[src/design/ldass_pkg.sv]
`timescale 1ns / 1ps
// ----------------------------------------------------------------------------
// ldass_pkg
// Shared types, constants and the arctangent table for landmark association.
// ----------------------------------------------------------------------------
package ldass_pkg;

  localparam int CORDIC_STEPS = 14;
  localparam int XW           = 24;    // CORDIC vector width, Q12.12
  localparam int ZW           = 18;    // residual angle width
  localparam int CW           = 24;    // coordinate width
  localparam int D2W          = 51;    // squared distance width
  localparam int TW           = 46;    // squared radius width
  localparam logic [15:0] CORDIC_GAIN = 16'd39797;
  localparam logic [TW-1:0] THR2_RESET = 46'd1677721600;  // 40960^2

  typedef struct packed {
    logic signed [XW-1:0] x;
    logic signed [XW-1:0] y;
    logic signed [ZW-1:0] z;
  } cord_t;

  typedef enum logic [2:0] {
    S_IDLE,
    S_PREP,
    S_ROT,
    S_SCAN
  } state_t;

  // arctangent of 2^-i in binary-angle units
  function automatic logic [13:0] atan_ba(input int i);
    logic [13:0] r;
    unique case (i)
      0:       r = 14'd8192;
      1:       r = 14'd4836;
      2:       r = 14'd2555;
      3:       r = 14'd1297;
      4:       r = 14'd651;
      5:       r = 14'd326;
      6:       r = 14'd163;
      7:       r = 14'd81;
      8:       r = 14'd41;
      9:       r = 14'd20;
      10:      r = 14'd10;
      11:      r = 14'd5;
      12:      r = 14'd3;
      13:      r = 14'd1;
      default: r = 14'd0;
    endcase
    return r;
  endfunction

endpackage

[src/design/ldass_cordic_cell.sv]
`timescale 1ns / 1ps
// ----------------------------------------------------------------------------
// ldass_cordic_cell
// One registered rotation-mode CORDIC micro-rotation.
// ----------------------------------------------------------------------------
module ldass_cordic_cell #(
  parameter int STEP = 0
) (
  input  logic            clk,
  input  logic            rst,
  input  logic            in_valid,
  input  ldass_pkg::cord_t in_vec,
  output logic            out_valid,
  output ldass_pkg::cord_t out_vec
);
  import ldass_pkg::*;

  logic signed [XW-1:0] xs;
  logic signed [XW-1:0] ys;
  logic signed [ZW-1:0] at;
  cord_t                nv;

  assign xs = in_vec.x >>> STEP;
  assign ys = in_vec.y >>> STEP;
  assign at = signed'(ZW'(atan_ba(STEP)));

  always_comb begin
    if (!in_vec.z[ZW-1]) begin
      nv.x = in_vec.x - ys;
      nv.y = in_vec.y + xs;
      nv.z = in_vec.z - at;
    end else begin
      nv.x = in_vec.x + ys;
      nv.y = in_vec.y - xs;
      nv.z = in_vec.z + at;
    end
  end

  always_ff @(posedge clk) begin
    if (rst) begin
      out_valid <= 1'b0;
    end else begin
      out_valid <= in_valid;
    end
  end

  always_ff @(posedge clk) begin
    out_vec <= nv;
  end

endmodule

[src/design/ldass_cordic.sv]
`timescale 1ns / 1ps
// ----------------------------------------------------------------------------
// ldass_cordic
// Row of CORDIC cells; the vector moves one cell per clock.
// ----------------------------------------------------------------------------
module ldass_cordic (
  input  logic             clk,
  input  logic             rst,
  input  logic             in_valid,
  input  ldass_pkg::cord_t in_vec,
  output logic             out_valid,
  output ldass_pkg::cord_t out_vec
);
  import ldass_pkg::*;

  cord_t vec [0:CORDIC_STEPS];
  logic  vld [0:CORDIC_STEPS];

  assign vec[0] = in_vec;
  assign vld[0] = in_valid;

  for (genvar i = 0; i < CORDIC_STEPS; i++) begin : g_cell
    ldass_cordic_cell #(.STEP(i)) u_cell (
      .clk       (clk),
      .rst       (rst),
      .in_valid  (vld[i]),
      .in_vec    (vec[i]),
      .out_valid (vld[i+1]),
      .out_vec   (vec[i+1])
    );
  end

  assign out_valid = vld[CORDIC_STEPS];
  assign out_vec   = vec[CORDIC_STEPS];

endmodule

[config.mk]
export PLATFORM = sky130hd
export DESIGN_NAME = ldass_cordic
export DESIGN_NICKNAME = d
export VERILOG_FILES = /design/src/design/ldass_pkg.sv /design/src/design/ldass_cordic_cell.sv /design/src/design/ldass_cordic.sv
export SDC_FILE = /design/constraint.sdc
export NUM_CORES = 2
export LEC_CHECK = 0
export BUFFER_PORTS_ARGS = -buffer_cell sky130_fd_sc_hd__buf_2
export CAP_MARGIN = 10
export CORE_MARGIN = 1.5
export CORE_UTILIZATION = 35
export CTS_CLUSTER_DIAMETER = 200
export DETAILED_ROUTE_END_ITERATION = 16
export PLACE_DENSITY = 0.48
export SLEW_MARGIN = 5
export SYNTH_ARGS = -nofsm -noshare
export SYNTH_HDL_FRONTEND = slang
export SYNTH_SLANG_ARGS = --single-unit
[constraint.sdc]
create_clock -name clk -period 6.4 [get_ports clk]
set_clock_uncertainty 0.15 [all_clocks]
set_input_delay 0 -clock clk [delete_from_list [all_inputs] [get_ports clk]]
set_output_delay 0 -clock clk [all_outputs]
set_load 0.1 [all_outputs]
==> Word level (Yosys, flattened, before mapping) <==
Cells that the tools add are included.
{ "op_classes": {"n_mux": 14, "n_addsub": 83} }
{ "ops": {"columns": ["cell", "n"], "rows": [
  ["$mux W66", 14],
  ["$add A24 B11 Y24", 2],
  ["$add A24 B12 Y24", 2],
  ["$add A24 B13 Y24", 2],
  ["$add A24 B14 Y24", 2],
  ["$add A24 B15 Y24", 2],
  ["$add A24 B16 Y24", 2],
  ["$add A24 B17 Y24", 2],
  ["$add A24 B18 Y24", 2],
  ["$add A24 B19 Y24", 2],
  ["$add A24 B20 Y24", 2],
  ["$add A24 B21 Y24", 2],
  ["$add A24 B22 Y24", 2],
  ["$add A24 B23 Y24", 2],
  ["$sub A24 B11 Y24", 2],
  ["$sub A24 B12 Y24", 2],
  ["$sub A24 B13 Y24", 2],
  ["$sub A24 B14 Y24", 2],
  ["$sub A24 B15 Y24", 2],
  ["$sub A24 B16 Y24", 2],
  ["$sub A24 B17 Y24", 2],
  ["$sub A24 B18 Y24", 2],
  ["$sub A24 B19 Y24", 2],
  ["$sub A24 B20 Y24", 2],
  ["other kinds (33)", 37]
]} }
{ "word_totals": {"inputBits": 69, "wordCells": 153, "output_inout_bits": 67, "ff_bits": 938} }

==> Depth between registers and ports, before layout <==
{ "depth": {"ltp_word": 2, "mapped_depth": 20, "mapped_depth_nobuf": 20} }

==> Modules after synthesis <==
Synthesis repeated with hierarchy kept, for this count alone.
{ "unflattened": {"hier_cells": 8690, "area_unflattened_um2": 74114.8} }
{ "modules_own_cells": {"columns": ["mod", "n_inst", "seq_area_each_um2", "cells_per_inst", "area_each_um2"], "rows": [
  ["ldass_cordic_cell at g_cell[4].u_cell", 1, 1341.3, 656, 5454.0],
  ["ldass_cordic_cell at g_cell[7].u_cell", 1, 1341.3, 638, 5445.2],
  ["ldass_cordic_cell at g_cell[8].u_cell", 1, 1341.3, 635, 5431.5],
  ["ldass_cordic_cell at g_cell[1].u_cell", 1, 1341.3, 639, 5387.7],
  ["ldass_cordic_cell at g_cell[2].u_cell", 1, 1341.3, 625, 5386.4],
  ["ldass_cordic_cell at g_cell[10].u_cell", 1, 1341.3, 618, 5355.1],
  ["ldass_cordic_cell at g_cell[6].u_cell", 1, 1341.3, 634, 5307.6],
  ["ldass_cordic_cell at g_cell[3].u_cell", 1, 1341.3, 627, 5295.1],
  ["ldass_cordic_cell at g_cell[13].u_cell", 1, 1341.3, 597, 5250.0],
  ["ldass_cordic_cell at g_cell[0].u_cell", 1, 1321.3, 645, 5245.0],
  ["ldass_cordic_cell at g_cell[11].u_cell", 1, 1341.3, 622, 5241.3],
  ["ldass_cordic_cell at g_cell[12].u_cell", 1, 1341.3, 599, 5180.0],
  ["ldass_cordic_cell at g_cell[5].u_cell", 1, 1341.3, 587, 5121.2],
  ["ldass_cordic_cell at g_cell[9].u_cell", 1, 1341.3, 568, 5014.8]
]} }

==> Worst setup path before layout <==
OpenSTA, ideal clock, no wires.
{ "synth_timing": {"path_type": "flip-flop to flip-flop", "startpoint": "reg g_cell[1].u_cell.out_vec[17] (netlist name)", "endpoint": "reg g_cell[2].u_cell.out_vec[64] (netlist name)", "setup_time_ns": 0.123, "arrival_ns": 3.500, "stages_incl_launch_ff": 15, "period_less_slack_ns": 3.773, "slack_ns": 2.627, "t_required_ns": 6.127, "n_path_buf": 2, "cell_sequence": "dfxtp_1 -> clkbuf_1 -> buf_1 -> nor2_1 -> xor2_1 -> ha_1 -> a21oi_1 -> o21ai_0 -> a31o_2 -> a2111oi_4 -> o21bai_1 -> a211o_1 -> a2111oi_0 -> o21bai_1 -> xor2_1"} }
{ "synth_rtl": {"columns": ["element", "line_no", "rtl"], "rows": [
  ["start: declaration", "ldass_cordic_cell.sv:14", "output ldass_pkg::cord_t out_vec"],
  ["start signal: assignment", "ldass_cordic_cell.sv:48", "out_vec <= nv;"],
  ["end signal: assignment", "ldass_cordic_cell.sv:48", null],
  ["end: declaration", "ldass_cordic_cell.sv:14", null]
]} }

==> flow_metrics.py <==
metrics = {
    "logic_synthesis": {
        "yosysSeqAreaShare_pct": 26.76,
        "synth_nets": 9262,
        "yosys_most_used_dff": "dfxtp_1",
        "ys_ff_latch": 937,
        "syn_area_mm2": 0.07009,
        "synth_edf_count": 0,
        "yosysWarnings": 0,
        "avgSynthCellArea_um2": 8.602,
        "async_flop_share_pct": 0,
        "netlist_instances": 8148,
        "synth_cell_types": 92,
    },
    "grt": {
        "grt_start_max_net_pins": 74,
        "antenna_found_initial": 4,
        "first_global_vias": 58008,
        "track_usage_pct": 18.46,
        "grt_pass1_wl_mm": 309.4,
        "grt.overflow.total": 0,
    },
    "place": {
        "portBuffers": 135,
        "gp_congestion": 0.8651,
        "place_inst": 10827,
        "dp_hpwl_mm": 153.8,
        "pre_cts_ws_ns": 1.845,
    },
    "worst_setup_path": {
        "startpoint_type": "input port",
        "path_max_fanout": 16,
        "path_class": "input port to flop",
        "worstSetupEndpointType": "flop",
        "required_ns": 6.88,
        "arrival_ns": 5.64,
    },
    "clock_tree": {
        "cts_made_buffers": 114,
        "clk_latency_ns": 0.74,
        "clockRootBuffer": "clkbuf_16",
        "htreeDepth": 3,
        "post_cts_resized": 0,
        "cts_tree": "built",
        "postCtsSetupRepairBufs": 0,
        "cts_buffer_depth": 3,
        "cts_sinks": 937,
        "path_clk_slew_ns": 0.05,
    },
    "timing": {
        "max_freq_mhz": 193.9,
        "timing.final.ws_setup_ns": 1.242,
        "relSlewSlack_pct": 14.01,
        "grt_setup_unrepaired": "no",
        "period_share_pct": 80.59,
        "setup_viol": 0,
        "slew_violations": 0,
        "tns_ns": 0,
        "worst_pin_slew_ns": 1.257,
        "period_minus_slack_ns": 5.158,
        "hold_viol": 0,
    },
    "detailed_routing": {
        "vias": 58430,
        "wire_per_inst_um": 17.04,
        "drt_iter0_markers": 2982,
        "first_pass_iters": 5,
        "via_per_inst": 5.207,
        "drc": 0,
        "wirelength_mm": 191.2,
        "ant_nets": 0,
    },
    "floorplan": {
        "die_area_mm2": 0.2029,
        "die_w_um": 450.5,
        "fp.coreArea_mm2": 0.1995,
        "die_y_um": 450.5,
        "pin_count": 136,
        "initial_core_util_pct": 35.14,
        "fp-row-count": 164,
    },
    "finish": {
        "utilization_pct": 39.88,
        "drive_gt1_share_pct": 5.676,
        "nets": 9580,
        "fin_cells": 11221,
        "syn_to_final_growth_pct": 13.49,
    },
    "run_status": {
        "status": "complete, no violations",
    },
    "job": {
        "cap_violations": 0,
    },
    "min_path": {
        "hp-class": "input port to flop",
    },
}
-- worst max-delay path, stage by stage --
cell and delay (ns):
dlygate4sd3_1 0.53, buf_2 0.12, inv_1 0.04, ha_1 0.58, inv_1 0.28, a21oi_1 0.30, o21bai_1 0.10, dlygate4sd3_1 0.59
a21oi_1 0.25, o21ai_0 0.13, a21oi_1 0.15, dlygate4sd3_1 0.56, o41ai_1 0.08, dlygate4sd3_1 0.59, a32oi_1 0.14, dlygate4sd3_1 0.59
xnor2_1 0.06, dlygate4sd3_1 0.54
-- cell type report --
type                       instances  area [um2]
fill                           20245      119900
multi-input combinational       6677       49310
sequential                       937       18770
tap                             2656        3323
clock buffer                     152        3248
timing repair buffer             335        2625
inverter                         401        1505
clock inverter                    60       754.5
antenna                            3       7.507
-- cell usage after synthesis (all sizes together), types with 32 or more instances --
master	count	area [um2]
ha	1002	12540
nand3	109	545.5
a21o	365	2740
a211oi	74	555.5
and3	65	406.6
and2	38	237.7
clkbuf	97	364.1
xnor2	729	6385
mux2i	32	332.8
o21a	107	803.3
xor2	420	3686
or3	55	344.1
o31ai	40	305.3
a21oi	842	4218
nor3	247	1236
o211ai	40	305.3
a31oi	110	688.2
nand2b	89	556.8
nand4	63	394.1
buf	36	145.1
nor2b	139	869.6
inv	397	1490
mux2	42	473.0
dfxtp	937	18760
o21bai	89	668.1
nor4	63	421.7
fa	43	860.8
nand2	384	1441
o41ai	35	336.6
o21ai	367	1837
nor2	672	2522
-- cells in the final DEF (no fill, tap or decap), types with 63 or more instances in the layout --
master | netlist | final
xnor2_1 | 729 | 729
xor2_1 | 419 | 419
inv_1 | 397 | 397
a211oi_1 | 74 | 74
clkbuf_16 | 0 | 116
nor3_1 | 247 | 247
a21oi_1 | 841 | 841
buf_2 | 5 | 135
nand2b_1 | 89 | 89
o21bai_1 | 89 | 89
o21a_1 | 107 | 107
nor2_1 | 672 | 672
o21ai_0 | 360 | 360
and3_1 | 65 | 65
nor2b_1 | 139 | 139
a21o_1 | 365 | 365
ha_1 | 1002 | 1002
dlygate4sd3_1 | 0 | 179
nand2_1 | 384 | 384
dfxtp_1 | 937 | 931
a31oi_1 | 110 | 110
nand4_1 | 63 | 63
nand3_1 | 109 | 109
-- path summary, 6_finish.rpt --
check / slack, ns / start / endpoint / depth (start not counted)
setup / recovery: 1.24 / in_vec[34] / g_cell[0].u_cell.out_vec[41] / 18
hold / removal: 0.11 / in_vec[38] / g_cell[0].u_cell.out_vec[39] / 6
setup reg to reg: 1.73 / g_cell[0].u_cell.out_vec[46] / g_cell[1].u_cell.out_vec[41] / 16
hold reg to reg: 0.17 / g_cell[9].u_cell.out_vec[0] / g_cell[10].u_cell.out_vec[0] / 0
-- per-stage QoR --
stage	hold slack, ns	cell area (um2)
final	0.1077	79540
after global routing	0.1276	79540
after CTS	0.01566	79540
after detailed placement	-0.04593	73740
after global placement	-0.04393	73740
after floorplan	-0.1223	70090
-- sequential cells by signal (all words and copies together) (netlist names) --
signal / flops
g_cell.u_cell.out_valid: 14
g_cell.u_cell.out_vec: 923
-- what timing repair did --
item	4_1_cts	5_1_grt
endpoints found under the setup margin	0	0
endpoints found under the hold margin	79	0
hold buffers	179	0
-- kinds of logic (layout without fill, tap and decap cells) --
kind of cell             count (synthesis)  after routing  share of synthesized area [%]
AND/OR/NAND/NOR                       2067           2067                          14.45
adder cells (fa/ha/maj)               1045           1045                          19.12
other                                    0              3                              0
AO/OA/AOI/OAI                         2342           2342                          21.27
flip-flops                             937            937                          26.76
buffers and inverters                  534            948                          2.874
XOR/XNOR                              1149           1149                          14.37
multiplexers                            74             74                          1.150
-- metal layers --
metal	wire length, um	track usage [%]	vias to the layer above
met5	0	0	-
met4	4683	5.366	0
met3	6256	2.160	226
met2	92640	32.95	837
met1	87650	23.10	27486
li1	-	-	29881
Power is left out: the tool's default activity adds up to more than one toggle a clock period on the data nets, which glitch-free logic cannot reach.
